## src/rtl/plist_pkg.sv

```systemverilog
// Package for the positional list engine: sizes, op and status codes,
// memory write-port structs. No dependencies.
package plist_pkg;

  localparam int CAPACITY   = 64;
  localparam int SLOT_W     = $clog2(CAPACITY);
  localparam int CNT_W      = SLOT_W + 1;
  localparam int OP_W       = 3;
  localparam int POS_W      = 7;
  localparam int VAL_W      = 32;
  localparam int ST_W       = 3;
  localparam int GROUP_W    = 8;
  localparam int NUM_GROUPS = CAPACITY / GROUP_W;
  localparam int GRP_W      = SLOT_W - $clog2(GROUP_W);
  localparam int LOC_W      = $clog2(GROUP_W);

  localparam logic [OP_W-1:0] OP_APPEND = 3'd0;
  localparam logic [OP_W-1:0] OP_INSERT = 3'd1;
  localparam logic [OP_W-1:0] OP_DELETE = 3'd2;
  localparam logic [OP_W-1:0] OP_RMHEAD = 3'd3;
  localparam logic [OP_W-1:0] OP_RMTAIL = 3'd4;
  localparam logic [OP_W-1:0] OP_READ   = 3'd5;

  localparam logic [ST_W-1:0] ST_OK       = 3'd0;
  localparam logic [ST_W-1:0] ST_EMPTY    = 3'd1;
  localparam logic [ST_W-1:0] ST_BOUNDS   = 3'd2;
  localparam logic [ST_W-1:0] ST_FULL     = 3'd3;
  localparam logic [ST_W-1:0] ST_NOTFOUND = 3'd4;

  typedef struct packed {
    logic              we;
    logic [SLOT_W-1:0] waddr;
    logic [SLOT_W-1:0] wdata;
  } link_wr_t;

  typedef struct packed {
    logic              we;
    logic [SLOT_W-1:0] waddr;
    logic [VAL_W-1:0]  wdata;
  } val_wr_t;

endpackage

```

## src/rtl/plist_store.sv

```systemverilog
// Slot storage: link memory and value memory, one write and one
// registered read per cycle each. Depends on plist_pkg.
module plist_store import plist_pkg::*; (
  input  logic              clk_i,
  input  link_wr_t          lk_wr_i,
  input  val_wr_t           val_wr_i,
  input  logic [SLOT_W-1:0] raddr_i,
  output logic [SLOT_W-1:0] link_o,
  output logic [VAL_W-1:0]  value_o
);

  logic [SLOT_W-1:0] link_mem [CAPACITY];
  logic [VAL_W-1:0]  val_mem  [CAPACITY];

  always_ff @(posedge clk_i) begin
    if (lk_wr_i.we) begin
      link_mem[lk_wr_i.waddr] <= lk_wr_i.wdata;
    end
    link_o <= link_mem[raddr_i];
  end

  always_ff @(posedge clk_i) begin
    if (val_wr_i.we) begin
      val_mem[val_wr_i.waddr] <= val_wr_i.wdata;
    end
    value_o <= val_mem[raddr_i];
  end

endmodule

```

## src/rtl/plist_free.sv

```systemverilog
// Lowest free slot finder: two-stage registered priority tree over the
// slot-used bits (group finds, then the slot, registered). Depends on plist_pkg.
module plist_free import plist_pkg::*; (
  input  logic                clk_i,
  input  logic                rst_ni,
  input  logic [CAPACITY-1:0] used_i,
  output logic [SLOT_W-1:0]   free_slot_o
);

  logic [NUM_GROUPS-1:0] any_d, any_q;
  logic [LOC_W-1:0]      loc_d [NUM_GROUPS];
  logic [LOC_W-1:0]      loc_q [NUM_GROUPS];
  logic [SLOT_W-1:0]     free_d, free_q;

  always_comb begin
    for (int g = 0; g < NUM_GROUPS; g++) begin
      any_d[g] = 1'b0;
      loc_d[g] = '0;
      for (int b = GROUP_W - 1; b >= 0; b--) begin
        if (!used_i[g*GROUP_W + b]) begin
          any_d[g] = 1'b1;
          loc_d[g] = LOC_W'(b);
        end
      end
    end
  end

  always_comb begin
    free_d = '0;
    for (int g = NUM_GROUPS - 1; g >= 0; g--) begin
      if (any_q[g]) begin
        free_d = {GRP_W'(g), loc_q[g]};
      end
    end
  end

  always_ff @(posedge clk_i or negedge rst_ni) begin
    if (!rst_ni) begin
      any_q  <= '0;
      free_q <= '0;
      for (int g = 0; g < NUM_GROUPS; g++) begin
        loc_q[g] <= '0;
      end
    end else begin
      any_q  <= any_d;
      free_q <= free_d;
      for (int g = 0; g < NUM_GROUPS; g++) begin
        loc_q[g] <= loc_d[g];
      end
    end
  end

  assign free_slot_o = free_q;

endmodule

```

## src/rtl/positional_list_engine.sv

```systemverilog
// Positional list engine top level: request sequencer, link walker and list
// state. Depends on plist_pkg, plist_store and plist_free.
//
// Usage: present op_i, position_i and value_i with start high; the item is
// taken at a rising edge where start is high and busy is low. busy stays
// high until the result is produced. Each item yields one result: status_o,
// read_value_o and length_o, valid for exactly one cycle while done_o is
// high. The receiver cannot stall; results must be taken when shown.
// Sequence: a request rejected up front (full, empty, out of bounds, not
// found, unused op) shows its result in the cycle after acceptance. Append
// and insert at the head pass setup and a first step, append to a non-empty
// list also a second step. Positional requests and remove tail walk the link
// chain one slot per cycle through the link memory read port, then step.
// A new item may be accepted in the cycle its predecessor's result shows.
// Reset clears the list (all slots free, length zero); slot memories are
// not cleared and need no clearing pass.
module positional_list_engine import plist_pkg::*; (
  input  logic                    clk_i,
  input  logic                    rst_ni,
  input  logic                    start,
  output logic                    busy,
  input  logic [OP_W-1:0]         op_i,
  input  logic [POS_W-1:0]        position_i,
  input  logic signed [VAL_W-1:0] value_i,
  output logic                    done_o,
  output logic [ST_W-1:0]         status_o,
  output logic signed [VAL_W-1:0] read_value_o,
  output logic [CNT_W-1:0]        length_o
);

  localparam logic [2:0] S_IDLE  = 3'd0;
  localparam logic [2:0] S_SETUP = 3'd1;
  localparam logic [2:0] S_WALK  = 3'd2;
  localparam logic [2:0] S_STEP1 = 3'd3;
  localparam logic [2:0] S_STEP2 = 3'd4;

  localparam logic [2:0] A_APP   = 3'd0;
  localparam logic [2:0] A_INS0  = 3'd1;
  localparam logic [2:0] A_INS   = 3'd2;
  localparam logic [2:0] A_DHEAD = 3'd3;
  localparam logic [2:0] A_DTAIL = 3'd4;
  localparam logic [2:0] A_DMID  = 3'd5;
  localparam logic [2:0] A_READ  = 3'd6;

  logic [2:0]          state_d, state_q;
  logic [2:0]          act_d, act_q;
  logic [OP_W-1:0]     op_d, op_q;
  logic [POS_W-1:0]    pos_d, pos_q;
  logic [VAL_W-1:0]    val_d, val_q;
  logic [SLOT_W-1:0]   steps_d, steps_q;
  logic                first_d, first_q;
  logic [SLOT_W-1:0]   prev_d, prev_q;
  logic [SLOT_W-1:0]   slot_d, slot_q;
  logic [SLOT_W-1:0]   head_d, head_q;
  logic [SLOT_W-1:0]   tail_d, tail_q;
  logic [CNT_W-1:0]    count_d, count_q;
  logic [CAPACITY-1:0] used_d, used_q;
  logic                done_d, done_q;
  logic [ST_W-1:0]     status_d, status_q;
  logic [VAL_W-1:0]    rdval_d, rdval_q;
  logic [CNT_W-1:0]    length_d, length_q;

  link_wr_t            lk_wr;
  val_wr_t             val_wr;
  logic [SLOT_W-1:0]   raddr;
  logic [SLOT_W-1:0]   lk_rd;
  logic [VAL_W-1:0]    val_rd;
  logic [SLOT_W-1:0]   free_slot;
  logic [SLOT_W-1:0]   walk_cur;
  logic                fin;
  logic [VAL_W-1:0]    fin_rd;
  logic                go;
  logic [ST_W-1:0]     rej_st;

  plist_store u_store (
    .clk_i    (clk_i),
    .lk_wr_i  (lk_wr),
    .val_wr_i (val_wr),
    .raddr_i  (raddr),
    .link_o   (lk_rd),
    .value_o  (val_rd)
  );

  plist_free u_free (
    .clk_i       (clk_i),
    .rst_ni      (rst_ni),
    .used_i      (used_q),
    .free_slot_o (free_slot)
  );

  assign walk_cur = first_q ? head_q : lk_rd;
  assign busy     = (state_q != S_IDLE);

  always_comb begin
    state_d  = state_q;
    act_d    = act_q;
    op_d     = op_q;
    pos_d    = pos_q;
    val_d    = val_q;
    steps_d  = steps_q;
    first_d  = first_q;
    prev_d   = prev_q;
    slot_d   = slot_q;
    head_d   = head_q;
    tail_d   = tail_q;
    count_d  = count_q;
    used_d   = used_q;
    done_d   = 1'b0;
    status_d = status_q;
    rdval_d  = rdval_q;
    length_d = length_q;
    raddr    = walk_cur;
    lk_wr    = '0;
    val_wr   = '0;
    fin      = 1'b0;
    fin_rd   = '0;
    go       = 1'b0;
    rej_st   = ST_OK;

    unique case (state_q)
      S_IDLE: begin
        if (start) begin
          op_d  = op_i;
          pos_d = position_i;
          val_d = value_i;
          case (op_i) inside
            OP_APPEND: begin
              if (count_q == CNT_W'(CAPACITY)) rej_st = ST_FULL;
              else go = 1'b1;
            end
            OP_INSERT: begin
              if (position_i > count_q) rej_st = ST_BOUNDS;
              else if (count_q == CNT_W'(CAPACITY)) rej_st = ST_FULL;
              else go = 1'b1;
            end
            OP_DELETE: begin
              if (count_q == '0) rej_st = ST_EMPTY;
              else if (position_i >= count_q) rej_st = ST_BOUNDS;
              else go = 1'b1;
            end
            OP_RMHEAD, OP_RMTAIL: begin
              if (count_q == '0) rej_st = ST_EMPTY;
              else go = 1'b1;
            end
            OP_READ: begin
              if (position_i >= count_q) rej_st = ST_NOTFOUND;
              else go = 1'b1;
            end
            default: rej_st = ST_OK;
          endcase
          if (go) begin
            state_d = S_SETUP;
          end else begin
            done_d   = 1'b1;
            status_d = rej_st;
            rdval_d  = '0;
            length_d = count_q;
          end
        end
      end

      S_SETUP: begin
        first_d = 1'b1;
        steps_d = '0;
        state_d = S_WALK;
        case (op_q)
          OP_APPEND: begin
            act_d   = A_APP;
            state_d = S_STEP1;
          end
          OP_INSERT: begin
            if (pos_q == '0) begin
              act_d   = A_INS0;
              state_d = S_STEP1;
            end else begin
              act_d   = A_INS;
              steps_d = SLOT_W'(pos_q - POS_W'(1));
            end
          end
          OP_DELETE: begin
            if (pos_q == '0) begin
              act_d = A_DHEAD;
            end else if (POS_W'(pos_q) == POS_W'(count_q - CNT_W'(1))) begin
              act_d   = A_DTAIL;
              steps_d = SLOT_W'(count_q - CNT_W'(2));
            end else begin
              act_d   = A_DMID;
              steps_d = SLOT_W'(pos_q - POS_W'(1));
            end
          end
          OP_RMHEAD: act_d = A_DHEAD;
          OP_RMTAIL: begin
            if (count_q == CNT_W'(1)) begin
              act_d = A_DHEAD;
            end else begin
              act_d   = A_DTAIL;
              steps_d = SLOT_W'(count_q - CNT_W'(2));
            end
          end
          OP_READ: begin
            act_d   = A_READ;
            steps_d = SLOT_W'(pos_q);
          end
          default: fin = 1'b1;
        endcase
      end

      S_WALK: begin
        if (steps_q == '0) begin
          prev_d  = walk_cur;
          state_d = S_STEP1;
        end else begin
          steps_d = steps_q - SLOT_W'(1);
          first_d = 1'b0;
        end
      end

      S_STEP1: begin
        case (act_q)
          A_APP: begin
            slot_d            = free_slot;
            used_d[free_slot] = 1'b1;
            val_wr            = '{we: 1'b1, waddr: free_slot, wdata: val_q};
            lk_wr             = '{we: 1'b1, waddr: free_slot, wdata: '0};
            if (count_q == '0) begin
              head_d  = free_slot;
              tail_d  = free_slot;
              count_d = count_q + CNT_W'(1);
              fin     = 1'b1;
            end else begin
              state_d = S_STEP2;
            end
          end
          A_INS0: begin
            used_d[free_slot] = 1'b1;
            val_wr            = '{we: 1'b1, waddr: free_slot, wdata: val_q};
            lk_wr             = '{we: 1'b1, waddr: free_slot, wdata: head_q};
            head_d            = free_slot;
            if (count_q == '0) tail_d = free_slot;
            count_d = count_q + CNT_W'(1);
            fin     = 1'b1;
          end
          A_INS: begin
            slot_d            = free_slot;
            used_d[free_slot] = 1'b1;
            val_wr            = '{we: 1'b1, waddr: free_slot, wdata: val_q};
            lk_wr             = '{we: 1'b1, waddr: free_slot, wdata: lk_rd};
            state_d           = S_STEP2;
          end
          A_DHEAD: begin
            used_d[head_q] = 1'b0;
            count_d        = count_q - CNT_W'(1);
            if (count_q == CNT_W'(1)) begin
              head_d = '0;
              tail_d = '0;
            end else begin
              head_d = lk_rd;
            end
            fin = 1'b1;
          end
          A_DTAIL: begin
            used_d[tail_q] = 1'b0;
            tail_d         = prev_q;
            count_d        = count_q - CNT_W'(1);
            fin            = 1'b1;
          end
          A_DMID: begin
            slot_d  = lk_rd;
            raddr   = lk_rd;
            state_d = S_STEP2;
          end
          A_READ: begin
            fin_rd = val_rd;
            fin    = 1'b1;
          end
          default: fin = 1'b1;
        endcase
      end

      S_STEP2: begin
        case (act_q)
          A_APP: begin
            lk_wr   = '{we: 1'b1, waddr: tail_q, wdata: slot_q};
            tail_d  = slot_q;
            count_d = count_q + CNT_W'(1);
          end
          A_INS: begin
            lk_wr = '{we: 1'b1, waddr: prev_q, wdata: slot_q};
            if (pos_q == count_q) tail_d = slot_q;
            count_d = count_q + CNT_W'(1);
          end
          A_DMID: begin
            lk_wr          = '{we: 1'b1, waddr: prev_q, wdata: lk_rd};
            used_d[slot_q] = 1'b0;
            count_d        = count_q - CNT_W'(1);
          end
          default: count_d = count_q;
        endcase
        fin = 1'b1;
      end

      default: state_d = S_IDLE;
    endcase

    if (fin) begin
      state_d  = S_IDLE;
      done_d   = 1'b1;
      status_d = ST_OK;
      rdval_d  = fin_rd;
      length_d = count_d;
    end
  end

  always_ff @(posedge clk_i or negedge rst_ni) begin
    if (!rst_ni) begin
      state_q  <= S_IDLE;
      act_q    <= A_APP;
      op_q     <= '0;
      pos_q    <= '0;
      val_q    <= '0;
      steps_q  <= '0;
      first_q  <= 1'b0;
      prev_q   <= '0;
      slot_q   <= '0;
      head_q   <= '0;
      tail_q   <= '0;
      count_q  <= '0;
      used_q   <= '0;
      done_q   <= 1'b0;
      status_q <= ST_OK;
      rdval_q  <= '0;
      length_q <= '0;
    end else begin
      state_q  <= state_d;
      act_q    <= act_d;
      op_q     <= op_d;
      pos_q    <= pos_d;
      val_q    <= val_d;
      steps_q  <= steps_d;
      first_q  <= first_d;
      prev_q   <= prev_d;
      slot_q   <= slot_d;
      head_q   <= head_d;
      tail_q   <= tail_d;
      count_q  <= count_d;
      used_q   <= used_d;
      done_q   <= done_d;
      status_q <= status_d;
      rdval_q  <= rdval_d;
      length_q <= length_d;
    end
  end

  assign done_o       = done_q;
  assign status_o     = status_q;
  assign read_value_o = rdval_q;
  assign length_o     = length_q;

  a_count_max: assert property (@(posedge clk_i) disable iff (!rst_ni)
    count_q <= CNT_W'(CAPACITY))
    else $error("element count above capacity");

  a_used_count: assert property (@(posedge clk_i) disable iff (!rst_ni)
    !busy |-> ($countones(used_q) == int'(count_q)))
    else $error("used slots disagree with element count");

  a_accept_progress: assert property (@(posedge clk_i) disable iff (!rst_ni)
    (start && !busy) |=> (busy || done_o))
    else $error("accepted item neither in progress nor answered");

  a_length_out: assert property (@(posedge clk_i) disable iff (!rst_ni)
    done_o |-> (length_o == count_q))
    else $error("reported length differs from list length");

  a_empty_ptrs: assert property (@(posedge clk_i) disable iff (!rst_ni)
    (count_q == '0) |-> (head_q == '0 && tail_q == '0))
    else $error("empty list with nonzero head or tail");

endmodule
```

## config.mk

```make
export PLATFORM = sky130hd
export DESIGN_NAME = positional_list_engine
export DESIGN_NICKNAME = d
export VERILOG_FILES = /design/src/rtl/plist_pkg.sv /design/src/rtl/plist_store.sv /design/src/rtl/plist_free.sv /design/src/rtl/positional_list_engine.sv
export SDC_FILE = /design/constraint.sdc
export NUM_CORES = 2
export LEC_CHECK = 0
export ABC_AREA = 1
export ABC_CLOCK_PERIOD_IN_PS = 5400
export BUFFER_PORTS_ARGS = -buffer_cell sky130_fd_sc_hd__buf_4
export CORE_MARGIN = 1
export CORE_UTILIZATION = 35
export DETAILED_ROUTE_END_ITERATION = 6
export GPL_ROUTABILITY_DRIVEN = 1
export PLACE_DENSITY = 0.53
export RECOVER_POWER = 50
export SLEW_MARGIN = 20
export SYNTH_ARGS = -nofsm -noshare
export SYNTH_HDL_FRONTEND = slang
export SYNTH_SLANG_ARGS = --single-unit
export TNS_END_PERCENT = 1
```

## constraint.sdc

```tcl
create_clock -name clk_i -period 5.4 [get_ports clk_i]
set_clock_uncertainty 0.05 [all_clocks]
set_input_delay 0.27 -clock clk_i [delete_from_list [all_inputs] [get_ports clk_i]]
set_output_delay 0.27 -clock clk_i [all_outputs]
set_load 0.02 [all_outputs]
```

# Word-level counts from Yosys, hierarchy flattened
# Memories as Yosys holds them, arrays and structs flattened. A register that Yosys moved wholly into a read port is not among the register bits.
# Index checks and enable logic that the tools add are counted.
# word_totals
ff_bits	231
ram_bits	2432
n_memories	2
# op_classes
add_sub_neg	5
order_cmp	10
n_eq_ne	40
n_mux	240
bitwise	7
reduce_logical	36
# memory_table
memory	depth	word_bits	read_ports	rd_clocked_by_memory_dff	write_ports	line_no	text
u_store.val_mem	64	32	1	1	1	plist_store.sv:13	logic [VAL_W-1:0] val_mem [CAPACITY];
u_store.link_mem	64	6	1	1	1	plist_store.sv:12	logic [SLOT_W-1:0] link_mem [CAPACITY];
# ops
operator	n
3-bit two-way mux	82
64-bit AND	3
32-bit two-way mux	6
64-bit inverter	3
64-bit case mux with 3 select lines	1
64-bit case mux with 2 select lines	1
6-bit two-way mux	20
1-bit two-way mux	94
39-bit two-way mux	2
13-bit case mux with 3 select lines	2
64-bit two-way mux	1
64-bit OR	1
6-bit case mux with 2 select lines	4
6-bit case mux with 3 select lines	2
7-bit two-way mux	5
6-bit by 7-bit < comparator with 1-bit output (second input constant)	4
7-bit case mux with 2 select lines	2
13-bit case mux with 2 select lines	1
1-bit demux with 6-bit select	4
3-bit by 2-bit == test with 1-bit output (second input constant)	8
3-bit == test (second input constant)	8
6-bit by 1-bit greater-or-equal comparator with 1-bit output (second input constant)	4
6-bit case mux with 4 select lines	1
7-bit case mux with 3 select lines	1
35 further kinds	78

# Longest topological paths before layout
# depth
word_depth	13
mapped_depth	18
depth_no_buf	17

# Hierarchy
# A second synthesis with hierarchy kept.
# hier_totals
cells_unflattened	10073
hier_area_um2	112078.7
# by_module_without_submodules
module	instances	cells_per_inst	area_per_inst_um2
plist_store	1	8128	98280.5
positional_list_engine	1	1707	11941.5
plist_free	1	238	1856.8

# Least setup slack after synthesis
# Ideal clock, no wire load.
# synth_timing
kind	register to register
start	register act_q[2]
end	memory u_store.val_mem[0][0], data pin
setup_ps	500
t_arrival_ps	2883
slack_ps	1967
stages_incl_launch_ff	8
n_path_buf	2
synth_period_minus_slack_ps	3433
cell_sequence	dfrtp_1 > nor2_1 > inv_1 > nand2_1 > nand2_1 > clkbuf_1 > clkbuf_1 > nor2_1
# synth_lines
item	line_no	text
start: declaration	positional_list_engine.sv:46	logic [2:0] act_d, act_q;
start signal: assignment	positional_list_engine.sv:335	act_q <= act_d;
end: declaration	plist_store.sv:13	

# Worst setup path in the final report
# layout_timing
start	register act_q[2]
end	memory u_store.val_mem[12][17] (enable)
# layout_between
elab_chain_len	6
word_cells_on_any_way	8
classes_between	eq/ne: 2; mux: 4; reduce/logical: 2
# layout_lines
item	line_no	text
3-bit by 2-bit == test with 1-bit output (tied with other cells)	positional_list_engine.sv:219	case (act_q)
3-bit OR reduction (no source line) *	-	
39-bit two-way mux *	positional_list_engine.sv:219	
39-bit two-way mux *	positional_list_engine.sv:120	unique case (state_q)
1-bit two-way mux	plist_store.sv:23	if (val_wr_i.we) begin
1-bit two-way mux (not written as such)	plist_store.sv:24	val_mem[val_wr_i.waddr] <= val_wr_i.wdata;
# Every way passes the cells marked *; elsewhere a longest branch is shown, timed or not.

==> summary.txt <==
Synthesis
  • Leading post-synthesis cells by cell area: edfxtp_1, nand2_1, nand3_1
  • Syn_nets: 11900
  • Unique masters post-synth: 52
  • Cell taking the most area after synthesis: edfxtp_1
  • Post-synth top area share: 61.2%
  • Avg Cell Area, Syn: 10.1 sq um
  • #FFs+latches synth: 2701
  • Post-synth top cells: nand2_1, edfxtp_1, nand3_1, inv_1, buf_2
  • Mapped Area: 119000 sq um
  • Warnings from Yosys: 0
  • Mapped Cells: 11800
  • Post-synthesis sequential area ratio: 66.7%
  • EDFF count, synth: 2432
  • Most common cell in the netlist: nand2_1
  • Ys flop type: edfxtp_1
  • Async SR Flop Fraction: 8.55%

Clock network
  • CTS tree: done
  • Max clock buf depth: 4
  • Post-cts sizing count: 0
  • Clock root buffer: clkbuf_16
  • Hold buffers post-CTS: 49
  • H-Tree Depth: 5
  • Clock sinks: 2701
  • Clock Latency Late Sink: 0.87 ns
  • TritonCTS Buffers: 291
  • Worst-path clk slew: 0.06 ns
  • Postcts setup bufs: 0

STA
  • Tmin final: 4.81 ns
  • Final Hold Vio Count: 0
  • F_max: 208 MHz
  • Worst slew margin: -137%
  • Slew @ Worst Pin: 3.56 ns
  • TNS Setup: 0 ns
  • Final max-slew violation count: 1669
  • Fin crit share: 89.1%
  • Endpoints failing setup: 0
  • RSZ-0062 raised after global routing: no

Placement
  • Post-DP HPWL: 207000 microns
  • GPL Wtd Cong: 0.879
  • PortBufs: 88
  • Placed instance area: 126000 sq um

Cells and area
  • Fraction of layout cells with a size suffix above 1: 6.41%
  • Final #Nets: 12000
  • Register area: 79600 sq um
  • Multi-input logic area: 30200 sq um
  • Post-route design area: 135000 sq um
  • Fill cells: 33200
  • Layout area overhead: 13.3%

Worst setup path
  • Worst-path maximum fanout: 61
  • Worst setup SP type: flip-flop
  • R2R setup slack: 0.59 ns
  • Crit end category: flip-flop
  • Crit path arrival time: 5.30 ns
  • Cell Chain, Critical Path: nor2_1 > inv_1 > nand2_1 > nand2_4 > buf_12 > nor2_1 > buf_12
  • Slowest stage cell, crit path: nor2_1
  • Critical Path RT: 5.89 ns
  • Setup CP Type: reg -> reg
  • CP max stage delay: 2.25 ns

GRT
  • Antenna violations before repair: 12
  • Vias in the first global route: 78800
  • All-Layer GR Usage: 21.6%
  • Pin count of the biggest net entering global routing: 169
  • Gr ovfl total: 0
  • Global-route wire length before repair: 548000 microns

Power
  • Sw frac: 43.1%
  • Comb power frac: 42.8%
  • NetSw: 33200 uW
  • Reg power frac: 31.9%
  • Lkg Pwr: 0.0561 uW
  • Internal: 43900 uW
  • Power per cell area: 571 nW/um^2
  • Worst vdd ir: 539 uV
  • Clk network pwr share: 25.2%

Floorplanning
  • Initial core utilization: 35.1%
  • Die Y: 586 microns
  • IO Pins: 89
  • Chip width: 586 microns
  • Die Area: 343000 sq um
  • Core area: 340000 sq um
  • # rows: 214

Run status
  • Failing checks: capacitance limit, slew limit
  • Status: finished, violations left

Routing
  • # DRC: 0
  • Initial drt markers: 8796
  • Pre-Repair DR Iteration Count: 6
  • Vias: 83900
  • Final WL: 378000 microns
  • Remaining antenna violation count after routing: 0
  • Drt wl/cell: 22.7 microns
  • Vias/cell: 5.04

Flow run
  • Max-cap violation count: 48

Min path
  • Hold Path Class: in -> reg
## per-layer routing
metal / wire, microns / vias up / track usage (%)
met5: 12 / - / 0
met4: 10700 / 2 / 5.61
met3: 26400 / 581 / 3.39
met2: 179000 / 3015 / 36.0
met1: 162000 / 41100 / 29.2
li1: - / 39200 / -
## critical path: cells and delay by family, from the launching register on
| kind | cells | cell delay [ns] |
|---|---|---|
| flops | 1 | 0.44 |
| simple gates | 4 | 2.99 |
| buf+inv | 3 | 0.89 |
## final cells by class
class                      count  area share [%]
sequential                  2701            58.9
clock buffer                 400            6.03
antenna                        4         0.00740
clock inverter               113           0.662
multi-input combinational   6627            22.3
timing repair buffer         398            2.67
inverter                    1877            5.23
tap                         4536            4.20
## placed cells by master (no fill, tap or decap), types with 56 or more instances in the layout
master and instances:
nand2_1 3427, nor2_4 62, inv_1 1864, o21ai_1 59, dfrtp_1 231, nor2_1 187, o21ai_0 199, edfxtp_1 2432
o22ai_1 77, o31ai_1 56, clkbuf_16 305, nand3_1 2103, a21oi_1 120, buf_4 188, clkbuf_1 130, buf_12 61
nand3b_1 77, o211ai_1 83
## path summary, 6_finish.rpt
kind,from,endpoint,depth (start not counted)
setup / recovery,act_q[2]$_DFFE_PN0P_,u_store.val_mem[12][17]$_DFFE_PP_,7
min in group asynchronous,rst_ni,used_q[56]$_DFFE_PN0P_,4
hold / removal,value_i[23],val_q[23]$_DFFE_PN0P_,4
setup reg to reg,act_q[2]$_DFFE_PN0P_,u_store.val_mem[12][17]$_DFFE_PP_,7
max in group asynchronous,rst_ni,steps_q[4]$_DFFE_PN0P_,4
hold reg to reg,u_free.loc_q[21]$_DFF_PN0_,u_free.free_slot_o[0]$_DFF_PN0_,2
## flip-flops by register name, indices dropped and copies added (netlist names), 7 cells and up
register / count
read_value_o: 32
pos_q: 7
used_q: 64
u_free.loc_q: 24
val_q: 32
count_q: 7
u_store.link_mem: 384
u_free.any_q: 8
u_store.val_mem: 2048
u_store.value_o: 32
length_o: 7
## cell families (layout without fill, tap and decap cells)
logic type | Yosys count | after routing | synth area share (%)
compound gates | 647 | 647 | 3.23
xor+xnor | 20 | 20 | 0.147
fa+ha+maj | 17 | 17 | 0.178
buf+inv | 2509 | 2788 | 8.44
flops | 2701 | 2701 | 66.7
mux | 1 | 1 | 0.00839
other cells | 0 | 4 | 0
simple gates | 5942 | 5942 | 21.3
## power by group through the flow
stage,Combinational [uW],Sequential (uW),Clock (uW)
after floorplan,20900,24700,0
after global placement,32800,25000,0
after detailed placement,32800,25000,0
after CTS,32900,24600,19700
after global routing,35900,24700,20500
final,33000,24600,19500
## stage by stage
stage	total power (uW)	utilization, %	cells	hold WS, ns	setup slack [ns]
6_report	77100	39.8	16700	0.111	0.591
5_1_grt	81100	39.8	16700	0.110	0.425
4_1_cts	77300	40.0	16600	0.0560	1.18
3_5_place_dp	57800	37.2	16100	0.260	1.16
3_3_place_gp	57900	37.2	16100	0.262	1.23
2_1_floorplan	45600	-	11800	-0.0756	1.97
(Power assumes the default switching activity.)
